==> src/rtl/mnc_pkg.sv <==
// ----------------------------------------------------------------------------
// mnc_pkg
// Shared types and constants for the masked normalized convolution block.
// ----------------------------------------------------------------------------
package mnc_pkg;

  localparam int MaxCols   = 128;
  localparam int MaxRows   = 128;
  localparam int MaxRadius = 7;
  localparam int KSide     = 2 * MaxRadius + 1;
  localparam int KDepth    = KSide * KSide;
  localparam int GDepth    = MaxCols * MaxRows;
  localparam int ColW      = $clog2(MaxCols);
  localparam int RowW      = $clog2(MaxRows);
  localparam int GAddrW    = $clog2(GDepth);
  localparam int KAddrW    = $clog2(KDepth);
  localparam int DivSteps  = 64;

  typedef enum logic [1:0] {
    CMD_LOAD_GRID   = 2'd0,
    CMD_LOAD_KERNEL = 2'd1,
    CMD_SMOOTH      = 2'd2,
    CMD_NONE        = 2'd3
  } cmd_t;

  typedef enum logic [1:0] {
    CFG_COLS   = 2'd0,
    CFG_ROWS   = 2'd1,
    CFG_RADIUS = 2'd2
  } cfg_idx_t;

  typedef enum logic [2:0] {
    ST_IDLE,
    ST_WALK,
    ST_DRAIN,
    ST_DIV,
    ST_DONE
  } state_t;

  // controller -> datapath
  typedef struct packed {
    logic start;     // latch target, clear accumulators, reset window position
    logic step;      // issue read of current window position, advance
    logic div_start; // load divider
    logic div_step;  // one quotient bit
    logic finish;    // form result
  } ctrl_t;

  // datapath -> controller
  typedef struct packed {
    logic last_pos;  // current position is the last of the window
    logic pipe_busy; // reads still in flight
  } stat_t;

endpackage

==> src/rtl/mnc_ctrl.sv <==
// ----------------------------------------------------------------------------
// mnc_ctrl
// Sequencer: window walk, pipeline drain, divide, result handoff.
// ----------------------------------------------------------------------------
module mnc_ctrl (
  input  logic           clk,
  input  logic           rst_n,
  input  logic           smooth_go,
  output logic           busy,
  output mnc_pkg::ctrl_t ctrl,
  input  mnc_pkg::stat_t stat,
  output logic           out_valid,
  input  logic           out_ready
);
  import mnc_pkg::*;

  state_t state_r, state_nxt;
  logic [6:0] cnt_r, cnt_nxt;

  always_ff @(posedge clk) begin
    if (!rst_n) begin
      state_r <= ST_IDLE;
      cnt_r   <= '0;
    end else begin
      state_r <= state_nxt;
      cnt_r   <= cnt_nxt;
    end
  end

  always_comb begin
    state_nxt = state_r;
    cnt_nxt   = cnt_r;
    unique case (state_r)
      ST_IDLE:  if (smooth_go) state_nxt = ST_WALK;
      ST_WALK:  if (stat.last_pos) state_nxt = ST_DRAIN;
      ST_DRAIN: if (!stat.pipe_busy) begin
        state_nxt = ST_DIV;
        cnt_nxt   = '0;
      end
      ST_DIV: begin
        cnt_nxt = cnt_r + 7'd1;
        if (cnt_r == 7'(DivSteps)) state_nxt = ST_DONE;
      end
      ST_DONE:  if (out_ready) state_nxt = ST_IDLE;
      default:  state_nxt = ST_IDLE;
    endcase
  end

  // drain also issues div_start every cycle; the last one wins
  always_comb begin
    ctrl      = '0;
    busy      = 1'b1;
    out_valid = 1'b0;
    unique case (state_r)
      ST_IDLE: begin
        busy       = 1'b0;
        ctrl.start = smooth_go;
      end
      ST_WALK:  ctrl.step = 1'b1;
      ST_DRAIN: ctrl.div_start = 1'b1;
      ST_DIV: begin
        ctrl.div_step = (cnt_r < 7'(DivSteps));
        ctrl.finish   = (cnt_r == 7'(DivSteps));
      end
      ST_DONE:  out_valid = 1'b1;
      default:  busy = 1'b1;
    endcase
  end

  a_finish_once: assert property (@(posedge clk) disable iff (!rst_n)
    ctrl.finish |=> state_r == ST_DONE) else $error("finish not followed by done");
  a_no_step_div: assert property (@(posedge clk) disable iff (!rst_n)
    !(ctrl.step && ctrl.div_step)) else $error("walk and divide overlap");
  a_drain_clean: assert property (@(posedge clk) disable iff (!rst_n)
    state_r == ST_DIV |-> !stat.pipe_busy) else $error("divide before drain");

endmodule

==> config.mk <==
export PLATFORM = sky130hd
export DESIGN_NAME = mnc_ctrl
export DESIGN_NICKNAME = d
export VERILOG_FILES = /design/src/rtl/mnc_pkg.sv /design/src/rtl/mnc_ctrl.sv
export SDC_FILE = /design/constraint.sdc
export NUM_CORES = 1
export LEC_CHECK = 0
export BUFFER_PORTS_ARGS = -buffer_cell sky130_fd_sc_hd__buf_2
export CORE_UTILIZATION = 34
export CTS_CLUSTER_SIZE = 24
export DETAILED_ROUTE_END_ITERATION = 8
export GPL_ROUTABILITY_DRIVEN = 1
export PLACE_DENSITY = 0.58
export SLEW_MARGIN = 0
export SYNTH_ARGS = -nofsm -noshare
export SYNTH_HDL_FRONTEND = slang
export SYNTH_SLANG_ARGS = --single-unit
export TNS_END_PERCENT = 1
==> constraint.sdc <==
create_clock -name clk -period 1.6 [get_ports clk]
set_input_delay 0 -clock clk [delete_from_list [all_inputs] [get_ports clk]]
set_output_delay 0 -clock clk [all_outputs]
set_load 0.05 [all_outputs]
==> results of run 1 <==
-- where the power goes --
part	switching, mW	internal [mW]	total [mW]	leakage [nW]
clock	0.0857	0.0870	0.173	0.0138
sequential	0.0105	0.255	0.265	0.0810
combinational	0.0887	0.0400	0.129	0.185
-- tightest hold or removal path: cells and delay by family --
kind	cells	cell delay [ns]
buf+inv	1	0.08
simple gates	1	0.03
compound gates	1	0.15
-- Yosys cell counts, drive strengths merged --
cell    number  area (sq um)
o21ai        2         10.01
nor4         2         12.51
o31ai        3         22.52
nand4b       1         8.760
nor2         4         15.01
a21boi       2         15.01
or4          3         26.27
mux2i        2         20.02
nand2        4         15.01
a21oi        4         23.77
nor3b        2         15.01
nor3         3         20.02
clkbuf       2         7.510
buf          3         23.77
ha           2         25.02
or4b         2         23.77
a211oi       1         7.510
nand3b       3         22.52
dfxtp       10         200.2
a211o        1         8.760
nand3        5         25.02
nand2b       5         38.78
o21a         1         7.510
nor2b        2         12.51
inv          4         15.01
or3          1         6.260
-- routing by layer --
| metal | vias to the layer above | part of all wire, % | wire (microns) | track usage, % |
|---|---|---|---|---|
| li1 | 293 | - | - | - |
| met1 | 261 | 50 | 666 | 19.95 |
| met2 | 12 | 42 | 561 | 20.58 |
| met3 | 5 | 3.4 | 45 | 2.800 |
| met4 | 0 | 3.7 | 49 | 12.73 |
| met5 | - | 0 | 0 | 0 |
-- registers in the layout (all words and copies together) (netlist names) --
| register | count |
|---|---|
| cnt_r | 7 |
| state_r | 3 |
-- repair_timing --
item | in CTS | in global routing
pin swaps | 0 | 1
hold endpoints to repair | 0 | 0
gates resized for setup | 3 | 1
setup endpoints to repair | 1 | 2
-- cells in the final DEF (no fill, tap or decap), types with 3 or more instances in the layout --
cell type,n
nand3b_1,3
nand2_1,4
buf_2,10
nand3_1,5
nand2b_1,4
clkbuf_4,4
dfxtp_1,10
nor2_1,3
inv_1,4
o31ai_1,3
a21oi_1,3
-- final cells by class --
cell class	instances	area, sq um
Fill cell	191	974.7
Multi-Input combinational cell	55	399.1
Sequential cell	10	200.2
Timing Repair Buffer	14	83.83
Tap cell	25	31.28
Clock buffer	3	22.52
Inverter	4	15.01
-- worst max-delay path by stage --
stage | slack (ns) | cells after the start | to | startpoint
2_1_floorplan | -0.08 | 2 | ctrl[3] | state_r[0]
3_3_place_gp | 0.21 | 3 | ctrl[0] | cnt_r[2]
3_5_place_dp | 0.18 | 3 | state_r[1] | cnt_r[2]
4_1_cts | 0.03 | 3 | ctrl[0] | cnt_r[2]
5_1_grt | 0.005 | 4 | ctrl[4] | state_r[1]
6_report | 0.07 | 4 | ctrl[4] | state_r[1]
-- kinds of logic (layout without fill, tap and decap cells) --
group	count (synthesis)	in the layout
AO/OA/AOI/OAI	14	14
flip-flops	10	10
buffers and inverters	9	21
multiplexers	2	2
AND/OR/NAND/NOR	37	37
adder cells (fa/ha/maj)	2	2
==> impl_metrics.yaml, run 1 <==
run_status:
  run_status: "completed"
setup_path:
  crit_path_top_delay_cell: "or3_1"
  path_delay_family: "simple AND/OR/NAND/NOR gates"
  crit_chain: "buf_4 -> or3_1 -> nor2_2 -> clkbuf_4"
  critPathMaxFanout: 6
  rr_startpoint: "state_r[0]"
  timing.rr.end: "cnt_r[4]"
  crit_required_ns: 1.60
  start_kind: "register"
  path_class: "reg2out"
  path_buf_inv: 2
  cp-end-kind: "output port"
  r2r_setup_slack_ns: 0.22
  cp_data_arrival_time_ns: 1.53
  reg2reg_depth: 3
  slowest_delay_ns: 0.39
floorplanning:
  row_count: 15
  core-area_sq_mm: 0.001727
  die_w_microns: 44.98
  die_y_microns: 44.98
  ios: 13
  die-area_sq_mm: 0.002023
  initial_utilization_pct: 36.38
global_routing:
  grt_max_degree: 12
  grt_use_total_pct: 14.97
  grt_pass1_vias: 436
  grt_pass1_wl_microns: 2042
  gr-total-overflow: 0
  antenna_found_initial: 0
placement:
  dp_slack_ns: 0.1850
  portBuffers: 12
  gp_congestion: 0.7924
  place_area_sq_um: 716.9
  hpwl_microns: 959.5
  placed_cells: 108
routing:
  antenna_left: 0
  drt_wl_total_microns: 1322
  post_drt_wl_per_cell_microns: 11.91
  vias: 571
  dr.pass1.iters: 4
  drt-initial-drc-count: 13
  avgViaCountPerCell: 5.144
  drc: 0
synth:
  ys_types: 33
  synthSimpleGateAreaFrac_pct: 38.45
  synth_fa_ha_area_share_pct: 3.984
  yosysWarnings: 0
  yosysSeqAreaShare_pct: 31.87
  synth_top_family_by_area: "simple AND/OR/NAND/NOR gates"
  synth_xor_area_share_pct: 0
  ys_seq_elements: 10
  yosys-mux-area-fraction_pct: 3.187
  synth-compound-area-share_pct: 15.14
  synth_area_sq_um: 628.1
  netlist_instances: 74
  syn_nets: 82
  synth.avg_cell_area_sq_um: 8.488
layout:
  antenna_cells: 0
  fin_util_pct: 43.55
  drive_gt1_share_pct: 29.07
  final_cell_area_sq_um: 752.0
  fin_cells: 111
  fin_nets: 96
  synthToLayoutAreaGrowth_pct: 19.72
timing:
  setup_viol: 0
  fin_crit_ns: 1.530
  slew_headroom_pct: 55.24
  tightest_slew_ns: 0.6701
  final_hold_viol_count: 0
  grt_setup_unrepaired: "no"
  slew_viol_final: 0
  hold_ws_ns: 0.03532
  fmax_mhz: 653.6
  setup_tns_ns: 0
  worst_slack_ns: 0.06990
  finalCritPeriodShare_pct: 95.63
  clock_skew_ns: 0.0002083
job:
  drv_cap: 0
pwr:
  report.power.total_mw: 0.5666
  p_leak_nw: 0.2797
  ir_drop_v: 0.0004433
  p_per_area_mw_per_mm2: 753.5
cts:
  cts_setup_buffers: 0
  cts_max_path_buffers: 2
  clk_pin_slew_ns: 0.06
  clk_latency_ns: 0.27
  cts_inserted_buffers: 3
  postCtsHoldBufs: 0
  cts_tree: "done"
  cts_htree_levels: 1
  cts_root_buf: "clkbuf_4"
  cts.sinks: 10
min_path:
  hold_path_depth: 3
  hp-start: "out_ready"
  hold_path.class: "in2reg"
  hold_end: "state_r[2]"
(Power assumes the default switching activity.)
==> inputs of run 2 (changes only) <==
--- a/config.mk
+++ b/config.mk
@@ -6,11 +6,12 @@
 export NUM_CORES = 1
 export LEC_CHECK = 0
 export BUFFER_PORTS_ARGS = -buffer_cell sky130_fd_sc_hd__buf_2
-export CORE_UTILIZATION = 34
+export CORE_AREA = 2 2 39 41
 export CTS_CLUSTER_SIZE = 24
 export DETAILED_ROUTE_END_ITERATION = 8
+export DIE_AREA = 0 0 41 43
 export GPL_ROUTABILITY_DRIVEN = 1
-export PLACE_DENSITY = 0.58
+export PLACE_DENSITY = 0.74
 export SLEW_MARGIN = 0
 export SYNTH_ARGS = -nofsm -noshare
 export SYNTH_HDL_FRONTEND = slang
==> constraint.sdc (replaced) <==
create_clock -name clk -period 1.6 [get_ports clk]
set_input_delay 0 -clock clk [delete_from_list [all_inputs] [get_ports clk]]
set_output_delay 0 -clock clk [all_outputs]
set_load 0.01 [all_outputs]
==> run 2 against run 1 <==
Design area shrank 5.0%. Highest routed layer unchanged. Count of clock-buffer cells in the layout stayed put. Routed wire length down 4.7%. Clock skew is 0.0036 ns higher. Critical path depth decreased by 1. Sequential power about the same. Die area decreased by 13%. Worst setup slack improved by 0.032 ns.
==> impl_metrics.yaml, run 2 (synthesized netlist as in run 1, its figures left out) <==
run_status:
  run_status: "completed"
setup_path:
  path_class: "reg2out"
  cp-end-kind: "output port"
  crit_chain: "or4b_1 -> nor3_2 -> buf_2"
  cp_data_arrival_time_ns: 1.50
  slowest_delay_ns: 0.57
  crit_path_top_delay_cell: "or4b_1"
  crit_required_ns: 1.60
  start_kind: "register"
  critPathMaxFanout: 4
timing:
  setup_viol: 0
  slew_headroom_pct: 59.89
  fin_crit_ns: 1.498
  final_hold_viol_count: 0
  fmax_mhz: 667.7
  slew_viol_final: 0
  tightest_slew_ns: 0.6003
  worst_slack_ns: 0.1023
  setup_tns_ns: 0
  grt_setup_unrepaired: "no"
  clock_skew_ns: 0.003838
  finalCritPeriodShare_pct: 93.60
cts:
  cts_root_buf: "clkbuf_4"
  clk_latency_ns: 0.27
  cts_inserted_buffers: 3
  cts_tree: "done"
  clk_pin_slew_ns: 0.06
  cts_htree_levels: 1
  cts.sinks: 10
  cts_setup_buffers: 0
  cts_max_path_buffers: 2
floorplanning:
  core-area_sq_mm: 0.001384
  die_y_microns: 43
  ios: 13
  row_count: 14
  initial_utilization_pct: 45.39
  die_w_microns: 41
  die-area_sq_mm: 0.001763
pwr:
  ir_drop_v: 0.0005976
  clock_power_share_pct: 33.0
  power_frac_seq_pct: 50.7
  p_per_area_mw_per_mm2: 730.3
  comb_power_share_pct: 16.3
  p_leak_nw: 0.2727
  p_sw_mw: 0.1444
  power.internal_mw: 0.3774
  power.share.switching_pct: 27.67
layout:
  antenna_cells: 0
  final_cell_mix: "buf_2, dfxtp_1, nand3_1"
  fin_util_pct: 51.63
  final_common_cell: "buf_2"
  largestRegisters: "cnt_r: 7 flops, state_r: 3 flops"
  drive_gt1_share_pct: 25.58
  top_register: "cnt_r"
  fin_cells: 102
  largest_register_ffs: 7
  fill_cells: 130
  fin_nets: 96
  synthToLayoutAreaGrowth_pct: 13.75
job:
  drv_cap: 0
placement:
  gp_congestion: 0.7610
  portBuffers: 12
  hpwl_microns: 958.9
  placed_cells: 99
  dp_slack_ns: 0.1682
routing:
  vias: 574
  drt-initial-drc-count: 7
  drt_wl_total_microns: 1260
  dr.pass1.iters: 4
  drc: 0
  post_drt_wl_per_cell_microns: 12.35
  avgViaCountPerCell: 5.627
  antenna_left: 0
global_routing:
  grt_pass1_vias: 538
  gr-total-overflow: 0
  grt_pass1_wl_microns: 2194
  antenna_found_initial: 0
  grt_max_degree: 12
  grt_use_total_pct: 18.19
min_path:
  hold_path.class: "in2reg"
==> run 2: changes by cell type in the layout (fill, tap and decap cells not counted) <==
cell      previous run  this run
nor3b_1              1         2
nor3b_2              1         0
or4b_1               0         1
buf_2               10        12
or4b_4               2         1
clkbuf_4             4         3
buf_6                1         0
nor3_4               1         0
nor2_1               3         4
nor3_2               0         1
nor2_2               1         0
==> run 2: routing by layer <==
| layer | GRT usage [%] | routed length [microns] | part of all wire [%] |
|---|---|---|---|
| met5 | 0 | 0 | 0 |
| met1 | 19.68 | 568 | 45 |
| met2 | 30.94 | 622 | 49 |
| met4 | 6.000 | 10 | 0.79 |
| met3 | 6.283 | 58 | 4.6 |
==> run 2: worst paths after layout <==
check / slack, ns / start / depth (start not counted) / end
worst max-delay path: 0.10 / cnt_r[5] / 3 / ctrl[0]
worst min-delay path: 0.03 / out_ready / 3 / state_r[2]
worst max register to register: 0.16 / state_r[1] / 3 / cnt_r[4]
worst min register to register: 0.50 / cnt_r[5] / 2 / cnt_r[5]
==> run 2: timing repair <==
action,in CTS,in global routing
hold buffers,0,0
gates resized for setup,0,0
endpoints found under the setup margin,0,1
==> run 2: power groups by stage <==
stage / logic [mW] / registers, mW / clock network, mW
after floorplan: 0.0673 / 0.264 / 0
after global placement: 0.0826 / 0.270 / 0
after detailed placement: 0.0848 / 0.270 / 0
after CTS: 0.0861 / 0.264 / 0.175
after global routing: 0.0947 / 0.266 / 0.185
final: 0.0849 / 0.265 / 0.172
==> run 2: area by class of cell <==
type	instances	area [sq um]	share of cell area (%)
multi-input cells	55	381.6	53.42
flip-flops and latches	10	200.2	28.02
inverters	4	15.01	2.102
repair buffers	14	75.07	10.51
well taps	16	20.02	2.802
clock buffers	3	22.52	3.152
==> run 2: worst max-delay path: cells and delay by family (launching register included) <==
kind                   cells  cell delay (ns)
AND/OR/NAND/NOR            2             0.74
buffers and inverters      1             0.16
flip-flops                 1             0.33
==> run 2: metrics by stage <==
| stage | hold slack [ns] | instance area (sq um) | power [mW] |
|---|---|---|---|
| 6_report | 0.03115 | 714.4 | 0.5218 |
| 4_1_cts | 0.03017 | 714.4 | 0.5251 |
| 5_1_grt | 0.04668 | 714.4 | 0.5465 |
| 3_5_place_dp | 0.3123 | 691.9 | 0.3551 |
| 3_3_place_gp | 0.3006 | 691.9 | 0.3526 |
| 2_1_floorplan | 0.08713 | 628.1 | 0.3317 |
==> inputs of run 3 (changes only) <==
--- a/config.mk
+++ b/config.mk
@@ -5,6 +5,7 @@
 export SDC_FILE = /design/constraint.sdc
 export NUM_CORES = 1
 export LEC_CHECK = 0
+export ABC_AREA = 1
 export BUFFER_PORTS_ARGS = -buffer_cell sky130_fd_sc_hd__buf_2
 export CORE_AREA = 2 2 39 41
 export CTS_CLUSTER_SIZE = 24
==> run 3 against run 2 <==
Count of clock-buffer cells in the layout increased by 1. Highest routed layer unchanged. Die area unchanged. Combinational power increased to 5.5 times the previous value. Critical path depth increased by 4. Sequential share of layout area decreased by 1.0 points. Area after synthesis unchanged. Maximum frequency increased by 1.8%. Routed wire length increased by 2.2%. Via count increased by 9.6%. Final cell count increased by 24%. Critical endpoint unchanged.
==> impl_metrics.yaml, run 3 <==
placement:
  placed_cells: 122
  hpwl_microns: 1013
  gp_congestion: 0.7841
  place_area_sq_um: 708.2
  portBuffers: 12
  dp_slack_ns: 0.2561
timing:
  grt_setup_unrepaired: "no"
  clock_skew_ns: 0.003350
  fmax_mhz: 679.7
  final_hold_viol_count: 0
  finalCritPeriodShare_pct: 91.95
  slew_viol_final: 0
  slew_headroom_pct: 79.73
  tightest_slew_ns: 0.3037
  worst_slack_ns: 0.1287
  setup_tns_ns: 0
  fin_crit_ns: 1.471
  setup_viol: 0
floorplanning:
  die_w_microns: 41
  die-area_sq_mm: 0.001763
  initial_utilization_pct: 45.39
  row_count: 14
  ios: 13
  core-area_sq_mm: 0.001384
  die_y_microns: 43
layout:
  fin_cells: 126
  top_register: "cnt_r"
  drive_gt1_share_pct: 29.09
  synthToLayoutAreaGrowth_pct: 18.73
  antenna_cells: 0
  largest_register_ffs: 7
  multi_input_area_sq_um: 367.9
  fin_nets: 119
  final_cell_area_sq_um: 745.7
  fill_cells: 142
  regArea_sq_um: 201.4
  largestRegisters: "cnt_r: 7 flops, state_r: 3 flops"
  final_common_cell: "nand2_1"
  final_cell_mix: "nand2_1, inv_1, buf_2"
cts:
  cts_htree_levels: 1
  cts_max_path_buffers: 2
  clk_latency_ns: 0.27
  clk_pin_slew_ns: 0.07
  cts_tree: "done"
  cts_root_buf: "clkbuf_4"
  cts.sinks: 10
  cts_setup_buffers: 0
  cts_inserted_buffers: 3
  ctsResizeCount: 0
  postCtsHoldBufs: 0
routing:
  top_layer_used: "met4"
  antenna_left: 0
  post_drt_wl_per_cell_microns: 10.22
  dr.pass1.iters: 4
  drt-initial-drc-count: 9
  dr_wl_met3_microns: 42
  avgViaCountPerCell: 4.992
  drt_wl_total_microns: 1288
  vias: 629
  route.met2.wl_microns: 567
  wl_met1_microns: 644
  drc: 0
synth:
  yosysSeqAreaShare_pct: 31.87
  synth_area_sq_um: 628.1
  synth.avg_cell_area_sq_um: 6.682
  ys_types: 21
  netlist_instances: 94
  synth_common_cells: "nand2_1, inv_1, nor2_1"
  yosysMostFrequentCell: "nand2_1"
  synth_top_area_cell: "dfxtp_1"
  syn_nets: 102
  async_flop_share_pct: 0
  synth-edff-count: 0
  synth_ff_type: "dfxtp_1"
  synth_top_area_share_pct: 31.87
  ys_seq_elements: 10
  synth_area_leaders: "dfxtp_1, nand2_1, inv_1"
  yosysWarnings: 0
setup_path:
  crit_chain: "nor2_2 -> nand3_1 -> nand2_1 -> nor2_2 -> nand3_1 -> inv_1 -> buf_2"
  slowest_delay_ns: 0.50
  crit_required_ns: 1.60
  cp_data_arrival_time_ns: 1.47
  critPathMaxFanout: 6
  crit_path_top_delay_cell: "dfxtp_1"
  cp-end-kind: "output port"
  path_class: "reg2out"
  start_kind: "register"
run_status:
  run_status: "completed"
pwr:
  power.internal_mw: 0.5817
  comb_power_share_pct: 45.2
  p_per_area_mw_per_mm2: 1392
  p_sw_mw: 0.4564
  ir_drop_v: 0.0006982
  p_leak_nw: 0.3655
  clock_power_share_pct: 22.8
  power_frac_seq_pct: 32.0
  power.share.switching_pct: 43.97
global_routing:
  grt_pass1_vias: 528
  antenna_found_initial: 0
  grt_use_total_pct: 17.62
  gr-total-overflow: 0
  grt_pass1_wl_microns: 2083
  grt_max_degree: 8
min_path:
  hold_path.class: "in2reg"
job:
  drv_cap: 0
[run 3: power groups by stage]
stage / sequential [mW] / combinational (mW) / clock [mW]
floorplan: 0.321 / 0.352 / 0
global placement: 0.333 / 0.461 / 0
detailed placement: 0.334 / 0.470 / 0
CTS: 0.328 / 0.471 / 0.242
global route: 0.335 / 0.530 / 0.251
finish: 0.332 / 0.469 / 0.237
[run 3: layout make-up]
| class | count | share of cell area, % |
|---|---|---|
| repair buffers | 12 | 8.054 |
| clock buffers | 4 | 4.866 |
| flip-flops and latches | 10 | 27.01 |
| multi-input cells | 68 | 49.33 |
| well taps | 16 | 2.685 |
| inverters | 16 | 8.054 |
[run 3: worst max-delay path: cells and delay by family (launching register included)]
kind,cells,cell delay (ns)
AND/OR/NAND/NOR,5,0.49
flip-flops,1,0.50
buffers and inverters,2,0.20
[run 3: final timing paths]
kind / from / endpoint / slack (ns) / cells past startpoint
setup / recovery: state_r[2] / ctrl[0] / 0.13 / 7
hold / removal: out_ready / state_r[2] / 0.03 / 4
setup reg to reg: state_r[0] / cnt_r[5] / 0.34 / 5
hold reg to reg: cnt_r[5] / cnt_r[5] / 0.47 / 2
[run 3: metal layers]
layer / vias to the layer above / global-route usage [%]
li1: 332 / -
met1: 282 / 23.38
met2: 10 / 25.62
met3: 5 / 3.141
met4: 0 / 10.00
met5: - / 0
[run 3: logic make-up (layout without fill, tap and decap cells)]
kind of cell,Yosys count,in the layout,share of synthesized area (%)
fa+ha+maj,2,2,3.983
buf+inv,16,32,9.562
compound gates,13,13,13.75
flops,10,10,31.87
simple gates,53,53,40.84
[run 3: per-stage QoR]
stage               utilization [%]  hold slack (ns)  power (mW)
floorplan                         -           0.1090      0.6734
global placement              51.18           0.3098      0.7943
detailed placement            51.18           0.3185      0.8036
CTS                           53.80          0.02546       1.041
global route                  53.89          0.02460       1.117
finish                        53.89          0.02590       1.038
